## src/sv/sha256sh_pkg.sv

```systemverilog
// Shared types, constants and round functions for the SHA-256 stream hasher.
`timescale 1ns / 1ps

package sha256sh_pkg;

  localparam int unsigned WordW     = 32;
  localparam int unsigned ByteW     = 8;
  localparam int unsigned BlockW    = 512;
  localparam int unsigned FillW     = 6;
  localparam int unsigned RoundW    = 6;
  localparam int unsigned MsgCntW   = 61;
  localparam int unsigned LenW      = 64;
  localparam int unsigned NumWords  = 8;
  localparam int unsigned WordIdxW  = 3;

  localparam logic [FillW-1:0]    FillLast    = 6'd63;
  localparam logic [FillW-1:0]    FillLenPos  = 6'd56;
  localparam logic [RoundW-1:0]   RoundLast   = 6'd63;
  localparam logic [WordIdxW-1:0] WordIdxLast = 3'd7;
  localparam logic [ByteW-1:0]    PadByte     = 8'h80;

  typedef enum logic [2:0] {
    S_IDLE,
    S_PAD,
    S_LEN,
    S_COMP,
    S_ADD,
    S_DONE
  } state_t;

  typedef enum logic [1:0] {
    SEL_DATA,
    SEL_PAD80,
    SEL_ZERO,
    SEL_LEN
  } byte_sel_t;

  typedef struct packed {
    logic                shift_byte;
    byte_sel_t           byte_sel;
    logic [2:0]          len_idx;
    logic                init_vars;
    logic                round;
    logic [RoundW-1:0]   round_idx;
    logic                add_chain;
    logic                load_out;
    logic                shift_out;
  } cmd_t;

  function automatic logic [WordW-1:0] iv(input logic [WordIdxW-1:0] idx);
    logic [WordW-1:0] v;
    unique case (idx)
      3'd0: v = 32'h6a09e667;
      3'd1: v = 32'hbb67ae85;
      3'd2: v = 32'h3c6ef372;
      3'd3: v = 32'ha54ff53a;
      3'd4: v = 32'h510e527f;
      3'd5: v = 32'h9b05688c;
      3'd6: v = 32'h1f83d9ab;
      3'd7: v = 32'h5be0cd19;
      default: v = '0;
    endcase
    return v;
  endfunction

  function automatic logic [WordW-1:0] k_const(input logic [RoundW-1:0] r);
    logic [WordW-1:0] k;
    unique case (r)
      6'd0:  k = 32'h428a2f98; 6'd1:  k = 32'h71374491;
      6'd2:  k = 32'hb5c0fbcf; 6'd3:  k = 32'he9b5dba5;
      6'd4:  k = 32'h3956c25b; 6'd5:  k = 32'h59f111f1;
      6'd6:  k = 32'h923f82a4; 6'd7:  k = 32'hab1c5ed5;
      6'd8:  k = 32'hd807aa98; 6'd9:  k = 32'h12835b01;
      6'd10: k = 32'h243185be; 6'd11: k = 32'h550c7dc3;
      6'd12: k = 32'h72be5d74; 6'd13: k = 32'h80deb1fe;
      6'd14: k = 32'h9bdc06a7; 6'd15: k = 32'hc19bf174;
      6'd16: k = 32'he49b69c1; 6'd17: k = 32'hefbe4786;
      6'd18: k = 32'h0fc19dc6; 6'd19: k = 32'h240ca1cc;
      6'd20: k = 32'h2de92c6f; 6'd21: k = 32'h4a7484aa;
      6'd22: k = 32'h5cb0a9dc; 6'd23: k = 32'h76f988da;
      6'd24: k = 32'h983e5152; 6'd25: k = 32'ha831c66d;
      6'd26: k = 32'hb00327c8; 6'd27: k = 32'hbf597fc7;
      6'd28: k = 32'hc6e00bf3; 6'd29: k = 32'hd5a79147;
      6'd30: k = 32'h06ca6351; 6'd31: k = 32'h14292967;
      6'd32: k = 32'h27b70a85; 6'd33: k = 32'h2e1b2138;
      6'd34: k = 32'h4d2c6dfc; 6'd35: k = 32'h53380d13;
      6'd36: k = 32'h650a7354; 6'd37: k = 32'h766a0abb;
      6'd38: k = 32'h81c2c92e; 6'd39: k = 32'h92722c85;
      6'd40: k = 32'ha2bfe8a1; 6'd41: k = 32'ha81a664b;
      6'd42: k = 32'hc24b8b70; 6'd43: k = 32'hc76c51a3;
      6'd44: k = 32'hd192e819; 6'd45: k = 32'hd6990624;
      6'd46: k = 32'hf40e3585; 6'd47: k = 32'h106aa070;
      6'd48: k = 32'h19a4c116; 6'd49: k = 32'h1e376c08;
      6'd50: k = 32'h2748774c; 6'd51: k = 32'h34b0bcb5;
      6'd52: k = 32'h391c0cb3; 6'd53: k = 32'h4ed8aa4a;
      6'd54: k = 32'h5b9cca4f; 6'd55: k = 32'h682e6ff3;
      6'd56: k = 32'h748f82ee; 6'd57: k = 32'h78a5636f;
      6'd58: k = 32'h84c87814; 6'd59: k = 32'h8cc70208;
      6'd60: k = 32'h90befffa; 6'd61: k = 32'ha4506ceb;
      6'd62: k = 32'hbef9a3f7; 6'd63: k = 32'hc67178f2;
      default: k = '0;
    endcase
    return k;
  endfunction

  function automatic logic [WordW-1:0] rotr(input logic [WordW-1:0] x,
                                            input int unsigned n);
    return (x >> n) | (x << (WordW - n));
  endfunction

  function automatic logic [WordW-1:0] bsig0(input logic [WordW-1:0] x);
    return rotr(x, 2) ^ rotr(x, 13) ^ rotr(x, 22);
  endfunction

  function automatic logic [WordW-1:0] bsig1(input logic [WordW-1:0] x);
    return rotr(x, 6) ^ rotr(x, 11) ^ rotr(x, 25);
  endfunction

  function automatic logic [WordW-1:0] ssig0(input logic [WordW-1:0] x);
    return rotr(x, 7) ^ rotr(x, 18) ^ (x >> 3);
  endfunction

  function automatic logic [WordW-1:0] ssig1(input logic [WordW-1:0] x);
    return rotr(x, 17) ^ rotr(x, 19) ^ (x >> 10);
  endfunction

endpackage

```

## src/sv/sha256sh_ctrl.sv

```systemverilog
// Sequencer for byte intake, padding, compression rounds and digest drain.
`timescale 1ns / 1ps

module sha256sh_ctrl
  import sha256sh_pkg::*;
(
  input  logic                clk,
  input  logic                rst,
  input  logic                in_valid,
  output logic                in_stall,
  input  logic                byte_valid,
  input  logic                last_byte,
  output logic                out_valid,
  input  logic                out_stall,
  output logic [WordIdxW-1:0] word_index,
  output logic                last_word,
  output cmd_t                cmd
);

  state_t              state, state_next;
  logic [FillW-1:0]    fill, fill_next;
  logic                pad_first, pad_first_next;
  logic                ret_pad, ret_pad_next;
  logic                final_blk, final_blk_next;
  logic [RoundW-1:0]   rnd, rnd_next;
  logic [2:0]          lcnt, lcnt_next;
  logic                out_vld, out_vld_next;
  logic [WordIdxW-1:0] out_idx, out_idx_next;

  always_ff @(posedge clk) begin
    if (rst) begin
      state     <= S_IDLE;
      fill      <= '0;
      pad_first <= 1'b0;
      ret_pad   <= 1'b0;
      final_blk <= 1'b0;
      rnd       <= '0;
      lcnt      <= '0;
      out_vld   <= 1'b0;
      out_idx   <= '0;
    end else begin
      state     <= state_next;
      fill      <= fill_next;
      pad_first <= pad_first_next;
      ret_pad   <= ret_pad_next;
      final_blk <= final_blk_next;
      rnd       <= rnd_next;
      lcnt      <= lcnt_next;
      out_vld   <= out_vld_next;
      out_idx   <= out_idx_next;
    end
  end

  always_comb begin
    state_next     = state;
    fill_next      = fill;
    pad_first_next = pad_first;
    ret_pad_next   = ret_pad;
    final_blk_next = final_blk;
    rnd_next       = rnd;
    lcnt_next      = lcnt;
    out_vld_next   = out_vld;
    out_idx_next   = out_idx;
    cmd            = '0;
    cmd.byte_sel   = SEL_DATA;
    cmd.len_idx    = lcnt;
    cmd.round_idx  = rnd;
    in_stall       = (state != S_IDLE);

    unique case (state)
      S_IDLE: begin
        if (in_valid) begin
          if (byte_valid) begin
            cmd.shift_byte = 1'b1;
            fill_next      = fill + 1'b1;
            if (fill == FillLast) begin
              // block full: compress first, pad afterwards if this was the end
              cmd.init_vars  = 1'b1;
              state_next     = S_COMP;
              ret_pad_next   = last_byte;
              final_blk_next = 1'b0;
              pad_first_next = 1'b1;
            end else if (last_byte) begin
              state_next     = S_PAD;
              pad_first_next = 1'b1;
            end
          end else if (last_byte) begin
            state_next     = S_PAD;
            pad_first_next = 1'b1;
          end
        end
      end
      S_PAD: begin
        if (!pad_first && fill == FillLenPos) begin
          state_next = S_LEN;
          lcnt_next  = '0;
        end else begin
          cmd.shift_byte = 1'b1;
          cmd.byte_sel   = pad_first ? SEL_PAD80 : SEL_ZERO;
          pad_first_next = 1'b0;
          fill_next      = fill + 1'b1;
          if (fill == FillLast) begin
            // no room for the length: extra block
            cmd.init_vars  = 1'b1;
            state_next     = S_COMP;
            ret_pad_next   = 1'b1;
            final_blk_next = 1'b0;
          end
        end
      end
      S_LEN: begin
        cmd.shift_byte = 1'b1;
        cmd.byte_sel   = SEL_LEN;
        fill_next      = fill + 1'b1;
        lcnt_next      = lcnt + 1'b1;
        if (lcnt == 3'd7) begin
          cmd.init_vars  = 1'b1;
          state_next     = S_COMP;
          ret_pad_next   = 1'b0;
          final_blk_next = 1'b1;
        end
      end
      S_COMP: begin
        cmd.round = 1'b1;
        rnd_next  = rnd + 1'b1;
        if (rnd == RoundLast) begin
          state_next = S_ADD;
        end
      end
      S_ADD: begin
        cmd.add_chain = 1'b1;
        if (final_blk) begin
          state_next = S_DONE;
        end else if (ret_pad) begin
          state_next = S_PAD;
        end else begin
          state_next = S_IDLE;
        end
      end
      S_DONE: begin
        // wait for the previous digest to drain before handing over
        if (!out_vld) begin
          cmd.load_out = 1'b1;
          out_vld_next = 1'b1;
          out_idx_next = '0;
          state_next   = S_IDLE;
        end
      end
      default: begin
        state_next = S_IDLE;
      end
    endcase

    if (out_vld && !out_stall) begin
      cmd.shift_out = 1'b1;
      out_idx_next  = out_idx + 1'b1;
      if (out_idx == WordIdxLast) begin
        out_vld_next = 1'b0;
      end
    end
  end

  assign out_valid  = out_vld;
  assign word_index = out_idx;
  assign last_word  = (out_idx == WordIdxLast);

endmodule

```

## src/sv/sha256sh_dp.sv

```systemverilog
// Block shift buffer, message schedule, round unit, chaining value and digest buffer.
`timescale 1ns / 1ps

module sha256sh_dp
  import sha256sh_pkg::*;
(
  input  logic             clk,
  input  logic             rst,
  input  cmd_t             cmd,
  input  logic [ByteW-1:0] data_byte,
  output logic [WordW-1:0] digest_word
);

  logic [BlockW-1:0]  blk;
  logic [WordW-1:0]   wv    [NumWords];
  logic [WordW-1:0]   chain [NumWords];
  logic [WordW-1:0]   dig   [NumWords];
  logic [MsgCntW-1:0] msg_bytes;

  logic [LenW-1:0]    bit_len;
  logic [ByteW-1:0]   len_byte;
  logic [ByteW-1:0]   in_byte;
  logic [WordW-1:0]   w0, w1, w9, w14, w_new;
  logic [WordW-1:0]   t1, t2, ch, maj;

  assign bit_len  = {msg_bytes, 3'b000};
  assign len_byte = bit_len[(LenW - ByteW) - ByteW * cmd.len_idx +: ByteW];

  always_comb begin
    unique case (cmd.byte_sel)
      SEL_DATA:  in_byte = data_byte;
      SEL_PAD80: in_byte = PadByte;
      SEL_ZERO:  in_byte = '0;
      SEL_LEN:   in_byte = len_byte;
      default:   in_byte = '0;
    endcase
  end

  // word t of the schedule sits at the top of the window
  assign w0    = blk[BlockW-1 -: WordW];
  assign w1    = blk[BlockW-1-WordW -: WordW];
  assign w9    = blk[BlockW-1-9*WordW -: WordW];
  assign w14   = blk[BlockW-1-14*WordW -: WordW];
  assign w_new = ssig1(w14) + w9 + ssig0(w1) + w0;

  assign ch  = (wv[4] & wv[5]) ^ (~wv[4] & wv[6]);
  assign maj = (wv[0] & wv[1]) ^ (wv[0] & wv[2]) ^ (wv[1] & wv[2]);
  assign t1  = wv[7] + bsig1(wv[4]) + ch + k_const(cmd.round_idx) + w0;
  assign t2  = bsig0(wv[0]) + maj;

  always_ff @(posedge clk) begin
    if (cmd.shift_byte) begin
      blk <= {blk[BlockW-ByteW-1:0], in_byte};
    end else if (cmd.round) begin
      blk <= {blk[BlockW-WordW-1:0], w_new};
    end
  end

  always_ff @(posedge clk) begin
    if (cmd.init_vars) begin
      for (int i = 0; i < NumWords; i++) begin
        wv[i] <= chain[i];
      end
    end else if (cmd.round) begin
      wv[0] <= t1 + t2;
      wv[1] <= wv[0];
      wv[2] <= wv[1];
      wv[3] <= wv[2];
      wv[4] <= wv[3] + t1;
      wv[5] <= wv[4];
      wv[6] <= wv[5];
      wv[7] <= wv[6];
    end
  end

  always_ff @(posedge clk) begin
    if (rst) begin
      for (int i = 0; i < NumWords; i++) begin
        chain[i] <= iv(WordIdxW'(i));
      end
      msg_bytes <= '0;
    end else begin
      if (cmd.add_chain) begin
        for (int i = 0; i < NumWords; i++) begin
          chain[i] <= chain[i] + wv[i];
        end
      end else if (cmd.load_out) begin
        for (int i = 0; i < NumWords; i++) begin
          chain[i] <= iv(WordIdxW'(i));
        end
      end
      if (cmd.load_out) begin
        msg_bytes <= '0;
      end else if (cmd.shift_byte && cmd.byte_sel == SEL_DATA) begin
        msg_bytes <= msg_bytes + 1'b1;
      end
    end
  end

  always_ff @(posedge clk) begin
    if (cmd.load_out) begin
      for (int i = 0; i < NumWords; i++) begin
        dig[i] <= chain[i];
      end
    end else if (cmd.shift_out) begin
      for (int i = 0; i < NumWords - 1; i++) begin
        dig[i] <= dig[i+1];
      end
      dig[NumWords-1] <= '0;
    end
  end

  assign digest_word = dig[0];

endmodule

```

## src/sv/sha256_stream_hash_core.sv

```systemverilog
// Bytes are taken while idle; a full 64-byte block then stalls input for its rounds and chain add,
// so sustained intake is set by the one-round-per-cycle round unit.
// End of message: padding, the eight length bytes, compression of one or two blocks (each its
// rounds plus chain add), the handover, then eight digest transfers from a drain buffer that
// overlaps the next message.
// Synchronous active-high reset: chain value to initial hash, counters cleared, output empty.
// Top level: SHA-256 stream hasher, controller plus datapath.
`timescale 1ns / 1ps

module sha256_stream_hash_core
  import sha256sh_pkg::*;
(
  input  logic                clk,
  input  logic                rst,
  input  logic                in_valid,
  output logic                in_stall,
  input  logic [ByteW-1:0]    data_byte,
  input  logic                byte_valid,
  input  logic                last_byte,
  output logic                out_valid,
  input  logic                out_stall,
  output logic [WordW-1:0]    digest_word,
  output logic [WordIdxW-1:0] word_index,
  output logic                last_word
);

  cmd_t cmd;

  sha256sh_ctrl u_ctrl (
    .clk        (clk),
    .rst        (rst),
    .in_valid   (in_valid),
    .in_stall   (in_stall),
    .byte_valid (byte_valid),
    .last_byte  (last_byte),
    .out_valid  (out_valid),
    .out_stall  (out_stall),
    .word_index (word_index),
    .last_word  (last_word),
    .cmd        (cmd)
  );

  sha256sh_dp u_dp (
    .clk         (clk),
    .rst         (rst),
    .cmd         (cmd),
    .data_byte   (data_byte),
    .digest_word (digest_word)
  );

`ifndef NO_ASSERTIONS
  a_load_when_empty: assert property (@(posedge clk) disable iff (rst)
    cmd.load_out |-> !out_valid)
    else $error("digest handover while previous digest still draining");

  a_drain_ends: assert property (@(posedge clk) disable iff (rst)
    out_valid && !out_stall && last_word |=> !out_valid)
    else $error("output still valid after final digest word transfer");

  a_rounds_start: assert property (@(posedge clk) disable iff (rst)
    cmd.init_vars |=> cmd.round && cmd.round_idx == '0)
    else $error("compression did not start at round zero");

  a_no_input_busy: assert property (@(posedge clk) disable iff (rst)
    cmd.round || cmd.add_chain |-> in_stall)
    else $error("input open during compression");
`endif

endmodule
```

## config.mk

```make
export PLATFORM = sky130hd
export DESIGN_NAME = sha256_stream_hash_core
export DESIGN_NICKNAME = d
export VERILOG_FILES = /design/src/sv/sha256sh_pkg.sv /design/src/sv/sha256sh_ctrl.sv /design/src/sv/sha256sh_dp.sv /design/src/sv/sha256_stream_hash_core.sv
export SDC_FILE = /design/constraint.sdc
export NUM_CORES = 2
export LEC_CHECK = 0
export BUFFER_PORTS_ARGS = -buffer_cell sky130_fd_sc_hd__buf_2
export CORE_MARGIN = 3
export CORE_UTILIZATION = 65
export DETAILED_ROUTE_END_ITERATION = 10
export MAX_ROUTING_LAYER = met4
export PLACE_DENSITY = 0.81
export SYNTH_ARGS = -nofsm -noshare
export SYNTH_HDL_FRONTEND = slang
export SYNTH_SLANG_ARGS = --single-unit
```

## constraint.sdc

```tcl
create_clock -name clk -period 43.1 [get_ports clk]
set_clock_uncertainty 0.05 [all_clocks]
set_input_delay 4.31 -clock clk [delete_from_list [all_inputs] [get_ports clk]]
set_output_delay 4.31 -clock clk [all_outputs]
set_load 0.005 [all_outputs]
```

==> impl_metrics.env <==
export IMPL_synth_avg_cell_area_um2=9.41
export IMPL_worst_pin_slew_ns=1.29
export IMPL_clkTransAtPathRegs_ns=0.06
export IMPL_synth_top_area_share_pct=41.0
export IMPL_vias_per_cell=6.19
export IMPL_hold_viol_final=0
export IMPL_antenna_found_initial=3
export IMPL_die_height_um=366
export IMPL_grt_max_degree=255
export IMPL_crit_required_ns=43.44
export IMPL_drive_above_1_share_pct=5.89
export IMPL_synthCells=8970
export IMPL_relSlewSlack_pct=14.2
export IMPL_path_cells="buf_2 -> nor4b_1 -> and2_1 -> nor3_2 -> buf_4 -> nand2_4 -> buf_4 -> buf_4 -> buf_4"
export IMPL_synth_edff_count=1152
export IMPL_fmax_mhz=113
export IMPL_synthFlopType="edfxtp_1"
export IMPL_critical_path_top_delay_family="buffers and inverters"
export IMPL_cts_tree="done"
export IMPL_setup_violations=0
export IMPL_critPathBufInv=5
export IMPL_rsz0062_at_grt="no"
export IMPL_final_setup_tns_ns=0
export IMPL_synthTopCellsByCount="nand2_1 (2,874), edfxtp_1 (1,152), clkbuf_1 (448)"
export IMPL_hp_start="u_dp.dig[1][36]$_DFFE_PP_"
export IMPL_min_period_ns=8.85
export IMPL_syn_area_mm2=0.0844
export IMPL_rr_worst_depth=33
export IMPL_post_dp_hpwl_mm=167
export IMPL_vias=65500
export IMPL_crit_path_max_fanout=94
export IMPL_cts_root_buf="clkbuf_16"
export IMPL_holdPathStages=2
export IMPL_drt_wirelength_per_cell_um=22.5
export IMPL_syn_nets=9575
export IMPL_numCtsBuffers=151
export IMPL_crit_type="input pin to register"
export IMPL_syn_to_final_growth_pct=7.09
export IMPL_arrival_ns=9.19
export IMPL_synth_area_leader_cell="edfxtp_1"
export IMPL_ys_seq_area_share_pct=46.8
export IMPL_yosysMostFrequentCell="nand2_1"
export IMPL_clk_latency_ns=0.80
export IMPL_grtUsageTotal_pct=36.0
export IMPL_io_pins=52
export IMPL_max_clock_path_buffers=3
export IMPL_die_w_um=366
export IMPL_ys_ff_latch=1398
export IMPL_pre_cts_ws_ns=33.59
export IMPL_critPathMostFrequentCell="buf_4"
export IMPL_cts_htree_levels=4
export IMPL_synth_warnings=0
export IMPL_cts_sinks=1398
export IMPL_r2r_start="u_dp.wv[0][154]$_DFFE_PP_"
export IMPL_crit_slowest_cell="buf_4"
export IMPL_dr_pass1_iters=7
export IMPL_async_reset_ff_share_pct=0
export IMPL_synthDistinctLibCells=90
export IMPL_initial_core_util_pct=65.8
export IMPL_ant_nets=0
export IMPL_portBuffers=51
export IMPL_min_path_type="register to register"
export IMPL_maxCapViolations=0
export IMPL_die_area_mm2=0.134
export IMPL_drv_slew=0
export IMPL_fin_ws_ns=34.25
export IMPL_wl_mm=238
export IMPL_worst_r2r_setup_slack_ns=34.29
export IMPL_holdPathEnd="u_dp.dig[1][4]$_DFFE_PP_"
export IMPL_finalWeightedCongestion=1.08
export IMPL_min_period_over_period_pct=20.5
export IMPL_core_area_mm2=0.128
export IMPL_ctsHoldBuffers=0
export IMPL_end_kind="register"
export IMPL_status="finished clean"
export IMPL_grt_pass1_wl_mm=365
export IMPL_crit_path_start_kind="input pin"
export IMPL_drc=0
export IMPL_cts_resized=0
export IMPL_rows=131
export IMPL_nNetsFinal=9334
export IMPL_post_cts_buffers=0
export IMPL_rr_endpoint="u_dp.wv[0][31]$_DFFE_PP_"
export IMPL_synth_area_top_cells="edfxtp_1 (41%), nand2_1 (13%), ha_1 (5.9%)"
export IMPL_slowest_delay_ns=1.00
export IMPL_grt_pass1_vias=62400
export IMPL_drt_iter0_drc=8491
export IMPL_grt_ovfl_total=0
## worst register-to-register path, delay by kind of cell (launching register included)
family / cells / cell delay (ns)
fa+ha+maj: 7 / 2.74
compound gates: 11 / 2.69
simple gates: 9 / 1.32
xor+xnor: 4 / 1.01
flops: 1 / 0.61
buf+inv: 2 / 0.14
## cells by family after synthesis
family | synth area share [%]
AND/OR/NAND/NOR | 18.3
XOR/XNOR | 6.36
multiplexers | 2.33
AO/OA/AOI/OAI | 11.3
flip-flops | 46.8
adder cells (fa/ha/maj) | 10.8
buffers and inverters | 4.03
## metal layers
metal / global-route usage [%] / up-vias / share of wire (%)
met2: 52.2 / 3465 / 44
li1: - / 30200 / -
met4: 14.1 / 0 / 4.3
met1: 50.4 / 31300 / 41
met5: - / - / 0
met3: 6.95 / 539 / 11
## sequential cells by signal (all words and copies together), names as in the netlist, named ones only
name / cells
u_dp.msg_bytes: 61
u_ctrl.ret_pad: 1
u_ctrl.rnd: 6
u_ctrl.out_valid: 1
u_dp.blk: 512
u_dp.dig: 256
u_ctrl.final_blk: 1
u_ctrl.pad_first: 1
u_ctrl.lcnt: 3
u_ctrl.state: 3
u_dp.wv: 256
u_ctrl.fill: 6
u_dp.chain: 256
u_ctrl.word_index: 3
## stage by stage
stage                     utilization (%)  area [um^2]  cells  hold WS, ns
final                                70.5        90400  10600        0.421
after floorplan                         -        84400   8970        0.394
after global routing                 70.5        90400  10600        0.441
after CTS                            70.5        90300  10600        0.410
after global placement               66.6        85400  10300        0.403
after detailed placement             66.6        85400  10300        0.416
## cell usage in the layout, fill, tap and decap left out, drive strengths merged, types with 18 or more instances in the layout
cell type  netlist  routed
and3            55      55
dfxtp          246     246
a21o           195     195
nand4           42      42
ha             396     396
or2             19      19
a31oi           39      39
nand3           94      94
xor2           230     230
and2            52      52
o21a            58      58
clkbuf         448     203
o21ai          413     413
xnor2          383     383
inv            356     359
a221oi          18      18
a21oi          423     423
clkinv           3      53
maj3            22      22
o31ai           29      29
fa             195     195
nor2           374     374
nand2         2874    2874
buf             63     117
or3             42      42
nand2b          57      57
edfxtp        1152    1152
a211oi          63      63
a21boi          20      20
o211ai          69      69
o21bai          37      37
mux2i           19      19
nor3            82      82
nor2b           45      45
mux2           126     126
## worst max-delay path by stage
stage                                   start                       end  slack [ns]  depth (start not counted)
detailed placement                   in_valid   u_dp.blk[205]$_DFFE_PP_       33.59                          9
CTS                                  in_valid   u_dp.blk[484]$_DFFE_PP_       34.39                          9
global placement                     in_valid   u_dp.blk[484]$_DFFE_PP_       33.62                          9
global route        u_dp.wv[0][154]$_DFFE_PP_  u_dp.wv[0][31]$_DFFE_PP_       33.85                         33
finish                               in_valid   u_dp.blk[484]$_DFFE_PP_       34.25                          9
floorplan                            in_valid     u_dp.blk[0]$_DFFE_PP_       25.39                          7
## area by class of cell
| type | instances | area (um^2) |
|---|---|---|
| Clock buffer | 203 | 4130 |
| Sequential cell | 1398 | 39500 |
| Fill cell | 9456 | 37800 |
| Tap cell | 1729 | 2160 |
| Multi-Input combinational cell | 6702 | 41600 |
| Clock inverter | 72 | 847 |
| Inverter | 359 | 1350 |
| Timing Repair Buffer | 117 | 788 |
| Antenna cell | 1 | 2.50 |
Power is left out: the tool's default activity adds up to more than one toggle a clock period on the data nets, which glitch-free logic cannot reach.
